`config.mk`:
```
export PLATFORM = sky130hd
export DESIGN_NAME = cpu_alu_bcd_flags
export DESIGN_NICKNAME = d
export VERILOG_FILES = /design/src/hdl/cab_pkg.sv /design/src/hdl/cpu_alu_bcd_flags.sv /design/src/hdl/cab_core.sv
export VERILOG_INCLUDE_DIRS = /design/src /design/src/hdl
export SDC_FILE = /design/constraint.sdc
export NUM_CORES = 1
export LEC_CHECK = 0
export ABC_AREA = 1
export BUFFER_PORTS_ARGS = -buffer_cell sky130_fd_sc_hd__buf_4
export CAP_MARGIN = 20
export CORE_ASPECT_RATIO = 0.9
export CORE_MARGIN = 4
export CORE_UTILIZATION = 45
export CTS_CLUSTER_SIZE = 14
export DETAILED_ROUTE_END_ITERATION = 8
export GPL_TIMING_DRIVEN = 0
export SYNTH_ARGS = -nofsm -noshare
export SYNTH_HDL_FRONTEND = slang
export SYNTH_SLANG_ARGS = --single-unit
```
`constraint.sdc`:
```
create_clock -name clk -period 5.3 [get_ports clk]
set_input_delay 0 -clock clk [delete_from_list [all_inputs] [get_ports clk]]
set_output_delay 0 -clock clk [all_outputs]
set_load 0.05 [all_outputs]
```
`src/hdl/cpu_alu_bcd_flags_macros.svh`:
```
// Assertion macros shared by the ALU block.
// Each macro expects clk and arst_n to be in scope where it is used.
`ifndef CPU_ALU_BCD_FLAGS_MACROS_SVH
`define CPU_ALU_BCD_FLAGS_MACROS_SVH

// Same-cycle implication, off during reset.
`define CAB_ASSERT_IMP(lbl, ante, cons) \
	lbl: assert property (@(posedge clk) disable iff (!arst_n) (ante) |-> (cons)) \
		else $error("same-cycle check failed");

// Next-cycle implication, off during reset.
`define CAB_ASSERT_NEXT(lbl, ante, cons) \
	lbl: assert property (@(posedge clk) disable iff (!arst_n) (ante) |=> (cons)) \
		else $error("next-cycle check failed");

`endif

```
`src/hdl/cab_pkg.sv`:
```
// Shared types and constants for the eight-bit ALU with decimal mode.
// No dependencies; used by cab_core and cpu_alu_bcd_flags.
package cab_pkg;

	typedef enum logic [4:0] {
		OP_ADC = 5'd0,
		OP_SBC = 5'd1,
		OP_AND = 5'd2,
		OP_EOR = 5'd3,
		OP_ORA = 5'd4,
		OP_CMP = 5'd5,
		OP_INC = 5'd6,
		OP_DEC = 5'd7,
		OP_ASL = 5'd8,
		OP_LSR = 5'd9,
		OP_ROL = 5'd10,
		OP_ROR = 5'd11,
		OP_BIT = 5'd12,
		OP_TSB = 5'd13,
		OP_TRB = 5'd14,
		OP_TST = 5'd15,
		OP_RMB = 5'd16,
		OP_SMB = 5'd17,
		OP_BBR = 5'd18,
		OP_BBS = 5'd19
	} alu_op_t;

	// Incoming status flags.
	typedef struct packed {
		logic carry;
		logic decimal;
		logic overflow;
		logic zero;
		logic negative;
	} flags_in_t;

	// Outgoing status flags.
	typedef struct packed {
		logic carry;
		logic zero;
		logic negative;
		logic overflow;
	} flags_out_t;

	localparam logic [4:0] BCD_DIGIT_MAX = 5'h09;
	localparam logic [5:0] BCD_ADJ_LO    = 6'h06;
	localparam logic [3:0] BCD_SUB_LO    = 4'hA;
	localparam logic [9:0] BCD_HI_LIMIT  = 10'h09F;
	localparam logic [9:0] BCD_ADJ_HI    = 10'h060;
	localparam logic [9:0] BYTE_MAX      = 10'h0FF;
	localparam logic [7:0] BCD_SUB_HI    = 8'h60;

endpackage

```
`src/hdl/cpu_alu_bcd_flags.sv`:
```
// Eight-bit CPU ALU with BCD mode: operand register, ALU logic, result register.
// An accepted beat passes through the operand register, then the result register, before it shows on the output.
// Throughput: one beat per cycle while the output is not stalled, set by the single operand/result register pair.
// Both stages have their own valid bit, so a new beat can enter an empty operand register while a result waits.
// Reset (arst_n low, asynchronous) clears both valid bits; payload registers keep no reset.
// Depends on cab_pkg, cab_core and cpu_alu_bcd_flags_macros.svh.
`include "cpu_alu_bcd_flags_macros.svh"

module cpu_alu_bcd_flags
	import cab_pkg::*;
(
	input  logic       clk,
	input  logic       arst_n,
	input  logic       in_valid,
	output logic       in_ready,
	input  logic [4:0] op,
	input  logic [7:0] left_operand,
	input  logic [7:0] right_operand,
	input  logic [2:0] bit_index,
	input  logic       carry_in,
	input  logic       decimal_in,
	input  logic       overflow_in,
	input  logic       zero_in,
	input  logic       negative_in,
	output logic       out_valid,
	input  logic       out_ready,
	output logic [7:0] result_byte,
	output logic       carry_out,
	output logic       zero_out,
	output logic       negative_out,
	output logic       overflow_out,
	output logic       branch_taken
);

	logic       valid_s1;
	logic [4:0] op_s1;
	logic [7:0] left_s1;
	logic [7:0] right_s1;
	logic [2:0] bit_s1;
	flags_in_t  flags_s1;
	logic       ready_s2;

	logic [7:0] core_res;
	flags_out_t core_flags;
	logic       core_br;

	logic       valid_s2;
	logic [7:0] result_s2;
	flags_out_t flags_s2;
	logic       branch_s2;

	assign ready_s2 = !valid_s2 || out_ready;
	assign in_ready = !valid_s1 || ready_s2;

	always_ff @(posedge clk or negedge arst_n) begin
		if (!arst_n) begin
			valid_s1 <= 1'b0;
			valid_s2 <= 1'b0;
		end else begin
			if (in_ready) begin
				valid_s1 <= in_valid;
			end
			if (ready_s2) begin
				valid_s2 <= valid_s1;
			end
		end
	end

	// Capture the operand beat.
	always_ff @(posedge clk) begin
		if (in_valid && in_ready) begin
			op_s1             <= op;
			left_s1           <= left_operand;
			right_s1          <= right_operand;
			bit_s1            <= bit_index;
			flags_s1.carry    <= carry_in;
			flags_s1.decimal  <= decimal_in;
			flags_s1.overflow <= overflow_in;
			flags_s1.zero     <= zero_in;
			flags_s1.negative <= negative_in;
		end
	end

	cab_core u_core (
		.op            (alu_op_t'(op_s1)),
		.left_operand  (left_s1),
		.right_operand (right_s1),
		.bit_index     (bit_s1),
		.flags_in      (flags_s1),
		.result_byte   (core_res),
		.flags_out     (core_flags),
		.branch_taken  (core_br)
	);

	// Advance into the result register unless the output stalls.
	always_ff @(posedge clk) begin
		if (valid_s1 && ready_s2) begin
			result_s2 <= core_res;
			flags_s2  <= core_flags;
			branch_s2 <= core_br;
		end
	end

	assign out_valid    = valid_s2;
	assign result_byte  = result_s2;
	assign carry_out    = flags_s2.carry;
	assign zero_out     = flags_s2.zero;
	assign negative_out = flags_s2.negative;
	assign overflow_out = flags_s2.overflow;
	assign branch_taken = branch_s2;

	`CAB_ASSERT_IMP(a_empty_s1_ready, !valid_s1, in_ready)
	`CAB_ASSERT_NEXT(a_accept_fills_s1, in_valid && in_ready, valid_s1)
	`CAB_ASSERT_NEXT(a_s1_moves_to_out, valid_s1 && ready_s2, out_valid)
	`CAB_ASSERT_NEXT(a_stall_holds_result, valid_s2 && !out_ready, valid_s2 && $stable(result_s2))
	`CAB_ASSERT_IMP(a_branch_only_bb, valid_s1 && core_br, op_s1 == OP_BBR || op_s1 == OP_BBS)

endmodule

```
`src/hdl/cab_core.sv`:
```
// Combinational operation decode, binary/BCD adder and flag logic.
// Depends on cab_pkg.
module cab_core
	import cab_pkg::*;
(
	input  alu_op_t    op,
	input  logic [7:0] left_operand,
	input  logic [7:0] right_operand,
	input  logic [2:0] bit_index,
	input  flags_in_t  flags_in,
	output logic [7:0] result_byte,
	output flags_out_t flags_out,
	output logic       branch_taken
);

	logic       sub;
	logic [7:0] r_eff;
	logic [8:0] bin_sum;
	logic       bin_v;
	logic [4:0] lo_raw;
	logic [5:0] lo_adc;
	logic       half_adc;
	logic [9:0] hi_adc;
	logic [9:0] hi_adc_adj;
	logic [3:0] lo_sbc;
	logic [8:0] hi_sbc;
	logic [7:0] add_res;
	logic       add_c;
	logic [8:0] cmp_diff;
	logic [7:0] mask;
	logic [7:0] res;
	logic       c;
	logic       z;
	logic       n;
	logic       v;
	logic       br;
	logic       set_zn;

	// Adder shared by adc and sbc; sbc adds the inverted right byte.
	always_comb begin
		sub      = (op == OP_SBC);
		r_eff    = sub ? ~right_operand : right_operand;
		bin_sum  = {1'b0, left_operand} + {1'b0, r_eff} + {8'b0, flags_in.carry};
		bin_v    = ~(left_operand[7] ^ r_eff[7]) & (left_operand[7] ^ bin_sum[7]);
		lo_raw   = {1'b0, left_operand[3:0]} + {1'b0, r_eff[3:0]} + {4'b0, flags_in.carry};

		lo_adc   = (lo_raw > BCD_DIGIT_MAX) ? ({1'b0, lo_raw} + BCD_ADJ_LO) : {1'b0, lo_raw};
		half_adc = (lo_adc[5:4] != 2'b00);
		hi_adc   = {2'b0, left_operand[7:4], 4'b0} + {2'b0, r_eff[7:4], 4'b0}
			+ {5'b0, half_adc, 4'b0} + {6'b0, lo_adc[3:0]};
		hi_adc_adj = (hi_adc > BCD_HI_LIMIT) ? (hi_adc + BCD_ADJ_HI) : hi_adc;

		// no half carry: drop 6 from the low digit, modulo 16
		lo_sbc   = lo_raw[4] ? lo_raw[3:0] : (lo_raw[3:0] + BCD_SUB_LO);
		hi_sbc   = {1'b0, left_operand[7:4], 4'b0} + {1'b0, r_eff[7:4], 4'b0}
			+ {4'b0, lo_raw[4], 4'b0} + {5'b0, lo_sbc};

		if (!flags_in.decimal) begin
			add_res = bin_sum[7:0];
			add_c   = bin_sum[8];
		end else if (!sub) begin
			add_res = hi_adc_adj[7:0];
			add_c   = (hi_adc_adj > BYTE_MAX);
		end else begin
			add_c   = hi_sbc[8];
			add_res = add_c ? hi_sbc[7:0] : (hi_sbc[7:0] - BCD_SUB_HI);
		end
	end

	always_comb begin
		cmp_diff = {1'b0, left_operand} - {1'b0, right_operand};
		mask     = 8'b1 << bit_index;
		res      = left_operand;
		c        = flags_in.carry;
		z        = flags_in.zero;
		n        = flags_in.negative;
		v        = flags_in.overflow;
		br       = 1'b0;
		set_zn   = 1'b0;
		unique case (op)
			OP_ADC, OP_SBC: begin
				res    = add_res;
				c      = add_c;
				set_zn = 1'b1;
				if (!flags_in.decimal) begin
					v = bin_v;
				end
			end
			OP_AND: begin
				res    = left_operand & right_operand;
				set_zn = 1'b1;
			end
			OP_EOR: begin
				res    = left_operand ^ right_operand;
				set_zn = 1'b1;
			end
			OP_ORA: begin
				res    = left_operand | right_operand;
				set_zn = 1'b1;
			end
			OP_CMP: begin
				c = ~cmp_diff[8];
				z = (left_operand == right_operand);
				n = cmp_diff[7];
			end
			OP_INC: begin
				res    = left_operand + 8'd1;
				set_zn = 1'b1;
			end
			OP_DEC: begin
				res    = left_operand - 8'd1;
				set_zn = 1'b1;
			end
			OP_ASL: begin
				res    = {left_operand[6:0], 1'b0};
				c      = left_operand[7];
				set_zn = 1'b1;
			end
			OP_LSR: begin
				res    = {1'b0, left_operand[7:1]};
				c      = left_operand[0];
				set_zn = 1'b1;
			end
			OP_ROL: begin
				res    = {left_operand[6:0], flags_in.carry};
				c      = left_operand[7];
				set_zn = 1'b1;
			end
			OP_ROR: begin
				res    = {flags_in.carry, left_operand[7:1]};
				c      = left_operand[0];
				set_zn = 1'b1;
			end
			OP_BIT: begin
				z = ((left_operand & right_operand) == 8'h00);
				v = right_operand[6];
				n = right_operand[7];
			end
			OP_TSB: begin
				res = left_operand | right_operand;
				v   = left_operand[6];
				n   = left_operand[7];
				z   = ((left_operand | right_operand) == 8'h00);
			end
			OP_TRB: begin
				res = left_operand & ~right_operand;
				v   = left_operand[6];
				n   = left_operand[7];
				z   = ((left_operand & ~right_operand) == 8'h00);
			end
			OP_TST: begin
				v = left_operand[6];
				n = left_operand[7];
				z = ((left_operand & right_operand) == 8'h00);
			end
			OP_RMB: res = left_operand & ~mask;
			OP_SMB: res = left_operand | mask;
			OP_BBR: br = ((left_operand & mask) == 8'h00);
			OP_BBS: br = ((left_operand & mask) != 8'h00);
			default: ;
		endcase
		if (set_zn) begin
			z = (res == 8'h00);
			n = res[7];
		end
	end

	assign result_byte        = res;
	assign flags_out.carry    = c;
	assign flags_out.zero     = z;
	assign flags_out.negative = n;
	assign flags_out.overflow = v;
	assign branch_taken       = br;

endmodule
```
# Yosys cells after proc, flatten, opt, wreduce, memory -nomap -nowiden
# Cells that the tools add are included.
# totals
input_bits	33
ff_bits	44
elab_cells	112
# classes
n_addsub	17
n_eq_ne	20
n_lt_le_gt_ge	3
bitwise	14
mux	19
reduce_logical	21
n_shift	1
# op_table
op	count
$pmux 8 s13	1
$eq 5x4->1 const B	8
$logic_not 8->1	5
$and 8x8->8	4
$mux 8	4
$add 8x8->9	3
$eq 5x3->1 const B	4
$eq 5x5->1 const B	4
$gt 10x8->1 const B	2
$not 8->8	2
$or 8x8->8	2
$reduce_or 11->1	1
$add 10x4->10	1
$add 10x5->10	1
$add 10x7->10 const B	1
$eq 5x2->1 const B	2
$mux 10	1
$reduce_or 2->1	5
$add 9x1->9	1
$add 9x4->9	1
$add 9x5->9	1
$sub 8x8->9	1
$add 8x1->8 const B	1
$eq 8x8->1	1
26 further kinds	38

# Logic depth before layout (Yosys ltp)
# Gate-level depths: netlist (run 1).
# depth
depth_word	16
ltp_mapped	33
mapped_depth_nobuf	32

# Hierarchy
# From an unflattened synthesis (run 1), not the netlist that was laid out.
# unflattened
cells_unflattened	617
area_unflattened_um2	4520.6
# modules_own_cells
module	cells_per_inst	n_inst	area_per_inst_um2	seq_area_each_um2
cab_core	563	1	3164.3	0.0
cpu_alu_bcd_flags	54	1	1356.3	1311.3

# Least setup slack after synthesis (run 1)
# No wires, ideal clock.
# synth_path
kind	register -> register
startpoint	register op_s1[2]
endpoint	register flags_s2, in the netlist zero_out (data pin)
stages_incl_launch_ff	31
arrival_time_ns	4.253
path_slack_ns	0.784
setup_time_ns	0.263
cell_sequence	edfxtp_1 > nor2_4 > nand3_4 > nor2_8 > buf_2 > xor2_1 > fa_1 > inv_1 > nand2_1 > nand2_1 > nand2_1 > nand2_2 > inv_1 > fa_1 > inv_1 > ha_1 > inv_1 > fa_1 > inv_1 > ha_1 > xor2_1 > nand2_1 > o21ai_0 > nand2_1 > nand2_1 > nand2_1 > nand2_1 > nand2_1 > nand2_1 > nand4_1 > nand2_1
# synth_between
elab_chain_len	16
elab_cells_between_ends	51
cone_classes	add/sub: 14; order compare: 2; eq/ne: 17; mux: 11; reduce/logical: 7
# synth_rtl
item	line_no	rtl
start: declaration	cpu_alu_bcd_flags.sv:36	logic [4:0] op_s1;
start signal: assignment	cpu_alu_bcd_flags.sv:72	op_s1 <= op;
$eq 5x1->1	cab_core.sv:41, cab_core.sv:80	
$mux 8	cab_core.sv:42	r_eff = sub ? ~right_operand : right_operand;
$add 4x4->5	cab_core.sv:45	lo_raw = {1'b0, left_operand[3:0]} + {1'b0, r_eff[3:0]} + {4'b0, flags_in.carry};
$add 5x1->5	cab_core.sv:45	
$add 5x3->6 / $gt 5x4->1 (equally long branches)	cab_core.sv:47	lo_adc = (lo_raw > BCD_DIGIT_MAX) ? ({1'b0, lo_raw} + BCD_ADJ_LO) : {1'b0, lo_raw};
$mux 6	cab_core.sv:47	
$reduce_bool 2->1	cab_core.sv:48	half_adc = (lo_adc[5:4] != 2'b00);
$add 10x5->10	cab_core.sv:50	+ {5'b0, half_adc, 4'b0} + {6'b0, lo_adc[3:0]};
$add 10x4->10	cab_core.sv:50	
$add 10x7->10 / $gt 10x8->1 (equally long branches)	cab_core.sv:51	hi_adc_adj = (hi_adc > BCD_HI_LIMIT) ? (hi_adc + BCD_ADJ_HI) : hi_adc;
$mux 10	cab_core.sv:51	
$mux 8	cab_core.sv:61	end else if (!sub) begin
$mux 8	cab_core.sv:58	if (!flags_in.decimal) begin
$pmux 8 s13	cab_core.sv:80	unique case (op)
$logic_not 8->1	cab_core.sv:163	z = (res == 8'h00);
$mux 1 (*)	cab_core.sv:162	if (set_zn) begin
net u_core.z	cab_core.sv:33	logic z;
end signal: assignment	cpu_alu_bcd_flags.sv:99	flags_s2 <= core_flags;
end: declaration	cpu_alu_bcd_flags.sv:49	flags_out_t flags_s2;
# The timed path passes the listed nets; every way through them passes the cells marked *.
# A chain may end at the register's enable or synchronous reset.

# Final worst setup path (run 1)
# Same ends and word-level chain as after synthesis.

==> results of run 1 <==
-- worst max path at each step --
stage / start / endpoint / slack, ns / cells past startpoint
final: op_s1[2] / zero_out / 0.36 / 30
after global routing: op_s1[2] / zero_out / 0.01 / 30
after CTS: op_s1[2] / zero_out / 0.03 / 30
after detailed placement: op_s1[2] / zero_out / -0.09 / 30
after global placement: op_s1[2] / zero_out / -0.02 / 30
after floorplan: op_s1[2] / zero_out / 0.78 / 30
-- synth_stat cells (2+ instances only) --
library cell	instances	share of area (%)
edfxtp_1	42	28
buf_2	2	0.22
o311ai_0	2	0.39
nand2_2	3	0.42
a211oi_1	4	0.67
nor2_1	43	3.6
xnor2_1	5	0.97
nand3_2	4	0.89
nor4_1	5	0.69
a22oi_1	2	0.33
o21ai_0	17	1.9
o2111ai_1	3	0.58
xor2_1	14	2.7
o21ai_1	2	0.22
o22ai_1	8	1.1
inv_1	90	7.5
nand3_1	55	6.1
o221ai_1	5	0.97
fa_1	8	3.6
dfrtp_1	2	1.1
inv_2	5	0.42
a21oi_1	23	2.6
ha_1	47	13
nor3_2	3	0.67
o31ai_1	2	0.33
a31oi_1	3	0.42
nor3_1	5	0.56
o211ai_1	11	1.8
nor2_2	3	0.42
or2_2	4	0.56
nor2_4	3	0.75
nand4_1	14	1.9
nand2_1	137	11
a221oi_1	2	0.39
-- layer usage --
layer | vias to the layer above | wire length [um] | GRT usage (%) | part of all wire (%)
met5 | - | 0 | 0 | 0
met4 | 0 | 315 | 6.65 | 2.3
met3 | 24 | 911 | 3.81 | 6.7
met2 | 151 | 5800 | 36.3 | 42
met1 | 2009 | 6630 | 35.2 | 49
li1 | 2199 | - | - | -
-- layout make-up --
cell class	instances	area share [%]
Buffer	3	0.424
Clock buffer	7	1.72
Clock inverter	1	0.536
Inverter	96	6.48
Multi-Input combinational cell	446	50.3
Sequential cell	44	23.4
Tap cell	126	2.81
Timing Repair Buffer	93	14.3
-- cells in the final DEF (no fill, tap or decap), types with 4 or more instances in the layout --
cell type and n:
nand3_2 4, o211ai_1 11, o22ai_1 8, or2_2 4, dlygate4sd3_1 33, buf_4 60, o221ai_1 5, xor2_1 14
fa_1 8, inv_2 6, nand3_1 55, nand4_1 14, xnor2_1 5, nand2_1 137, nor2_1 43, ha_1 47
nor3_1 5, inv_1 89, clkbuf_8 7, o21ai_0 17, a21oi_1 23, edfxtp_1 42, nor4_1 5, a211oi_1 4
-- worst reg2reg max path: cells and delay by family (launching register included) --
| family | cells | cell delay [ns] |
|---|---|---|
| AO/OA/AOI/OAI | 1 | 0.08 |
| XOR/XNOR | 2 | 0.26 |
| adder cells (fa/ha/maj) | 5 | 1.72 |
| buffers and inverters | 6 | 0.59 |
| flip-flops | 1 | 0.48 |
| AND/OR/NAND/NOR | 16 | 1.58 |
-- cell families (layout without fill, tap and decap cells) --
group | count (synthesis) | after routing | synth area share [%]
flip-flops | 44 | 44 | 29.1
buffers and inverters | 99 | 200 | 8.44
AND/OR/NAND/NOR | 284 | 284 | 29.4
adder cells (fa/ha/maj) | 55 | 55 | 16.6
XOR/XNOR | 20 | 20 | 4.05
AO/OA/AOI/OAI | 87 | 87 | 12.4
-- stage by stage --
step / worst slack (ns) / cell area (sq um)
2_1_floorplan: 0.784 / 4510
3_3_place_gp: -0.0159 / 5020
3_5_place_dp: -0.0929 / 5040
4_1_cts: 0.0288 / 5500
5_1_grt: 0.0103 / 5600
6_report: 0.357 / 5600
-- power by group through the flow --
stage                     clock network, mW  registers (mW)  logic, mW
after floorplan                           0           0.506      0.388
after global placement                    0           0.462      0.581
after detailed placement                  0           0.461      0.596
after CTS                             0.295           0.454      0.618
after global routing                  0.310           0.457      0.707
final                                 0.291           0.453      0.632
-- sequential cells by signal, summed over array words and instances, names as in the netlist --
signal / cells
negative_out: 1
op_s1: 5
valid_s1: 1
carry_out: 1
right_s1: 8
bit_s1: 3
overflow_out: 1
zero_out: 1
branch_taken: 1
result_byte: 8
out_valid: 1
flags_s1: 5
left_s1: 8
-- what timing repair did --
| action | 4_1_cts | 5_1_grt |
|---|---|---|
| hold buffers | 33 | 0 |
| pin swaps | 0 | 3 |
| buffers inserted | 0 | 12 |
| hold endpoints to repair | 33 | 0 |
| gates resized for setup | 1 | 3 |
| endpoints found under the setup margin | 3 | 4 |
==> metrics, run 1 <==
Max Clock Skew around 0.0075 ns; Gate Count Post-Synth ~590; CP peak stage delay ~0.50 ns; WP data arrival about 5 ns; Primary FF master, synth edfxtp_1; Final Max Tran Viols 0; Crit. End Element flop; sw frac between 40% and 50%; layout cells sized above 1 between 10% and 20%; half-perimeter wire length after placement between 10 and 15 mm; CTS root buf clkbuf_8; Syn Std Cell Area ~4500 sq um; fin crit share 93.3%; die area between 10000 and 15000 sq um; clk buf depth 2; RSZ-0062 raised after global routing no; Syn Nets slightly below 700; Final ANT Viol Nets 0; Data required, critical path between 5 and 6 ns; largest net degree at the start of global routing 23; worst hold margin approximately 0.40 ns; core area around 9700 sq um; hold path depth 2; Crit path buffers/inverters 6; Logic pwr share 46.0%; PD cells 246 nW/um^2; hold crit path type primary input to flop; Internal 824 uW; final number of setup-violating endpoints 0; cell row count 34; first-pass GRT wire length about 22 mm; DRC violations left 0; H-tree Lvls 2; Area growth, synth to finish 24.3%; placed cells about 760; slowest CP cell fa_1; WL/cell 16.7 um; fmax between 200 and 250 MHz; outcome finished, final reports clean; post-synthesis sequential area ratio between 20 and 30%; number of fill cells slightly above 900; ys async rst share around 4.5%; Ys Warns 0; hold wc startpoint right_operand[3]; Syn Area/Cell 7.65 sq um; Final nets a little under 800; total gr overflow 0; worst-path maximum fanout 10; vias in the first global route 4080; Final Util a little under 60%; initial antenna violation count 0; RR Endpoint zero_out; GRT Total Usage about a quarter; Worst slew margin between 20% and 30%; ant diodes 0; worst-skew pair later-pin latency 0.31 ns; Lkg Pwr 2.69 nW; starting density of the core between 40% and 50%; peak supply drop around 0.13 mV; final hold viol count 0; setup_tns 0 ns; R2R Setup Slk about 0.36 ns; die width roughly 110 um; DR vias/cell 5.37; Post-synth EDFFs 42; number of CTS-inserted buffers 5; worst hold endpoint right_s1[3]; Critical Path Source Type flop; Psw ~550 uW; R2R depth 30; Worst-path clk slew around 0.090 ns; Worst-Margin Slew approximately 1.1 ns; min Tclk post-route 4.94 ns; kind of critical path flop to flop; DRT Wirelength 13.7 mm; PortBufs 47; clk sinks 44; First-pass DRT Iterations 5; Critical R2R Launch op_s1[2]; Worst path top cell family by delay adder cells; TritonCTS clock tree done; Reg area between 1000 and 1500 sq um; non-filler cells, final just over 800; clock power share 21.1%; Final Power 1.38 mW; placer congestion estimate around 0.97; drt initial violations 258; number of max-cap violations 0; register share of total power about 33%; Netlist cell types 45; cell mode on critical path nand2_1; Die H 103 um; vias ~4.4k; multi-input combinational cell area around 2800 sq um; I/O pins 48; Yosys reg bits 44
Power figures use the tool's default switching activity.
==> run 2: changes to the inputs <==
--- a/config.mk
+++ b/config.mk
@@ -15,6 +15,8 @@
 export CTS_CLUSTER_SIZE = 14
 export DETAILED_ROUTE_END_ITERATION = 8
 export GPL_TIMING_DRIVEN = 0
+export PLACE_DENSITY_LB_ADDON = 0.3
+export RECOVER_POWER = 25
 export SYNTH_ARGS = -nofsm -noshare
 export SYNTH_HDL_FRONTEND = slang
 export SYNTH_SLANG_ARGS = --single-unit
==> run 2 against run 1 <==
Largest power group unchanged. Flip-flop and latch count did not move. The flow now finishes with violations (hold timing). Via count rose by 2.0%. Critical endpoint unchanged. Count of clock-buffer cells in the layout fell by 1.
==> metrics, run 2 (synthesized netlist as in run 1, its figures left out) <==
sw frac 41.6% (+1.5 points); PortBufs 47 (unchanged); layout cells sized above 1 14.7% (-0.25 points); DRC violations left 0 (unchanged); Final ANT Viol Nets 0 (unchanged); WP data arrival 5.02 ns (+0.02 ns); drt initial violations 430 (+67%); RR Endpoint zero_out; First-pass DRT Iterations 5 (unchanged); Final Util 57.2% (-0.57 points); worst-path maximum fanout 10 (unchanged); Data required, critical path 5.34 ns (-0.02 ns); DP Area 5040 sq um (unchanged); fin crit share 93.9% (+0.66 points); Die H 103 um (unchanged); vias in the first global route 4116 (+0.88%); clk buf depth 2 (unchanged); Critical R2R Launch op_s1[4]; Logic pwr share 48.3% (+2.3 points); min Tclk post-route 4.98 ns (+0.0351 ns); die width 113 um (unchanged); core area 9700 sq um (unchanged); R2R depth 30 (unchanged); clock power share 16.9% (-4.2 points); PD cells 235 nW/um^2 (-4.4%); cell row count 34 (unchanged); outcome complete, but fails checks; H-tree Lvls 2 (unchanged); placer congestion estimate 1.01 (+4.9%); Worst slew margin 50.9% (+22 points); starting density of the core 46.5% (unchanged); GRT Total Usage 23.4% (-0.48 points); Critical Path Source Type flop; vias 4470 (+2.0%); worst-skew pair later-pin latency 0.31 ns (about the same); Lkg Pwr 2.66 nW (-1.2%); non-filler cells, final 814 (-0.25%); half-perimeter wire length after placement 10.8 mm (-1.1%); die area 11700 sq um (unchanged); slowest CP cell edfxtp_1; Internal 761 uW (-7.7%); Psw 542 uW (-1.9%); number of CTS-inserted buffers 5 (unchanged); DR vias/cell 5.49 (+2.2%); largest net degree at the start of global routing 24 (+4.3%); worst hold margin -0.00374 ns (-0.406 ns); placed cells 763 (unchanged); peak supply drop 0.150 mV (+16%); Final Max Tran Viols 0 (unchanged); failing checks hold timing; Worst-path clk slew 0.08 ns (about the same); R2R Setup Slk 0.32 ns (-0.04 ns); initial antenna violation count 0 (unchanged); number of max-cap violations 0 (unchanged); kind of critical path flop to flop; cell mode on critical path nand2_1; DRT Wirelength 13.6 mm (-0.18%); TritonCTS clock tree done; ant diodes 0 (unchanged); post-route cell area 5550 sq um (-0.98%); total gr overflow 0 (unchanged); Final nets 775 (-0.26%); CP peak stage delay 0.50 ns (about the same); first-pass GRT wire length 21.1 mm (-2.1%); final number of setup-violating endpoints 0 (unchanged); final hold viol count 2 (+2); register share of total power 34.7% (+1.8 points); most frequent cells in the layout 137 x nand2_1, 90 x inv_1, 55 x nand3_1; Max Clock Skew 0.0197 ns (+0.0122 ns); hold crit path type primary input to async pin; Crit. End Element flop; WL/cell 16.7 um (about the same); Worst-Margin Slew 0.734 ns (-0.339 ns); clk sinks 44 (unchanged); I/O pins 48 (unchanged); Area growth, synth to finish 23.1%; most common cell after layout, fill and taps aside nand2_1; fmax 201 MHz (-0.71%); CTS root buf clkbuf_8
==> run 2: cell count changes in the layout (fill, tap and decap cells not counted), moves of 2 or more <==
cell      delta
clkinv_2     +2
buf_4       -25
clkbuf_4    +23
inv_2        -2
==> run 2: final cells by class <==
class                   count  area, sq um
clock inverters             2         10.0
fillers                   877         4150
clock buffers               6         82.6
multi-input cells         446         2820
inverters                  96          365
flip-flops and latches     44         1310
repair buffers             91          779
well taps                 126          158
plain buffers               3         23.8
==> run 2: power groups by stage <==
| stage | Clock (mW) | Combinational (mW) | Sequential, mW |
|---|---|---|---|
| 2_1_floorplan | 0 | 0.388 | 0.506 |
| 3_3_place_gp | 0 | 0.575 | 0.461 |
| 3_5_place_dp | 0 | 0.595 | 0.461 |
| 4_1_cts | 0.226 | 0.616 | 0.454 |
| 5_1_grt | 0.245 | 0.701 | 0.456 |
| 6_report | 0.220 | 0.630 | 0.453 |
==> run 2: how the worst max path moves through the flow <==
stage / start / endpoint / slack, ns
after global placement: op_s1[2] / zero_out / 0.007
after detailed placement: op_s1[2] / zero_out / -0.06
after floorplan: op_s1[2] / zero_out / 0.78
after CTS: op_s1[2] / zero_out / 0.03
final: op_s1[4] / zero_out / 0.32
after global routing: op_s1[4] / zero_out / -0.02
==> run 2: timing repair <==
item                                   in CTS  in global routing
pin swaps                                   0                  2
endpoints found under the hold margin      33                  0
resized for setup                           1                  3
setup buffers                               0                 10
hold buffers                               32                  0
setup endpoints to repair                   3                  4
==> run 2: per-layer routing <==
| layer | wire length, um | part of all wire, % | vias to the layer above | track usage (%) |
|---|---|---|---|---|
| met3 | 1020 | 7.4 | 12 | 4.11 |
| met1 | 6210 | 46 | 2088 | 32.2 |
| met4 | 133 | 0.98 | 0 | 4.53 |
| li1 | - | - | 2200 | - |
| met5 | 0 | 0 | - | 0 |
| met2 | 6270 | 46 | 170 | 39.2 |
==> run 2: per-stage QoR <==
step	setup TNS (ns)	total power, mW	setup slack [ns]
after floorplan	0	0.894	0.784
after global placement	0	1.04	0.00694
after detailed placement	-0.0589	1.06	-0.0589
after CTS	0	1.30	0.0304
after global routing	-0.0164	1.40	-0.0164
final	0	1.30	0.321
==> run 2: critical path: cells and delay by family (launching register included) <==
family | cells | cell delay, ns
adders and majority gates | 5 | 1.68
and+or+nand+nor | 15 | 1.38
buffers and inverters | 7 | 0.79
DFF | 1 | 0.50
xor gates and xnor gates | 2 | 0.25
AOI/OAI and AO/OA | 1 | 0.08
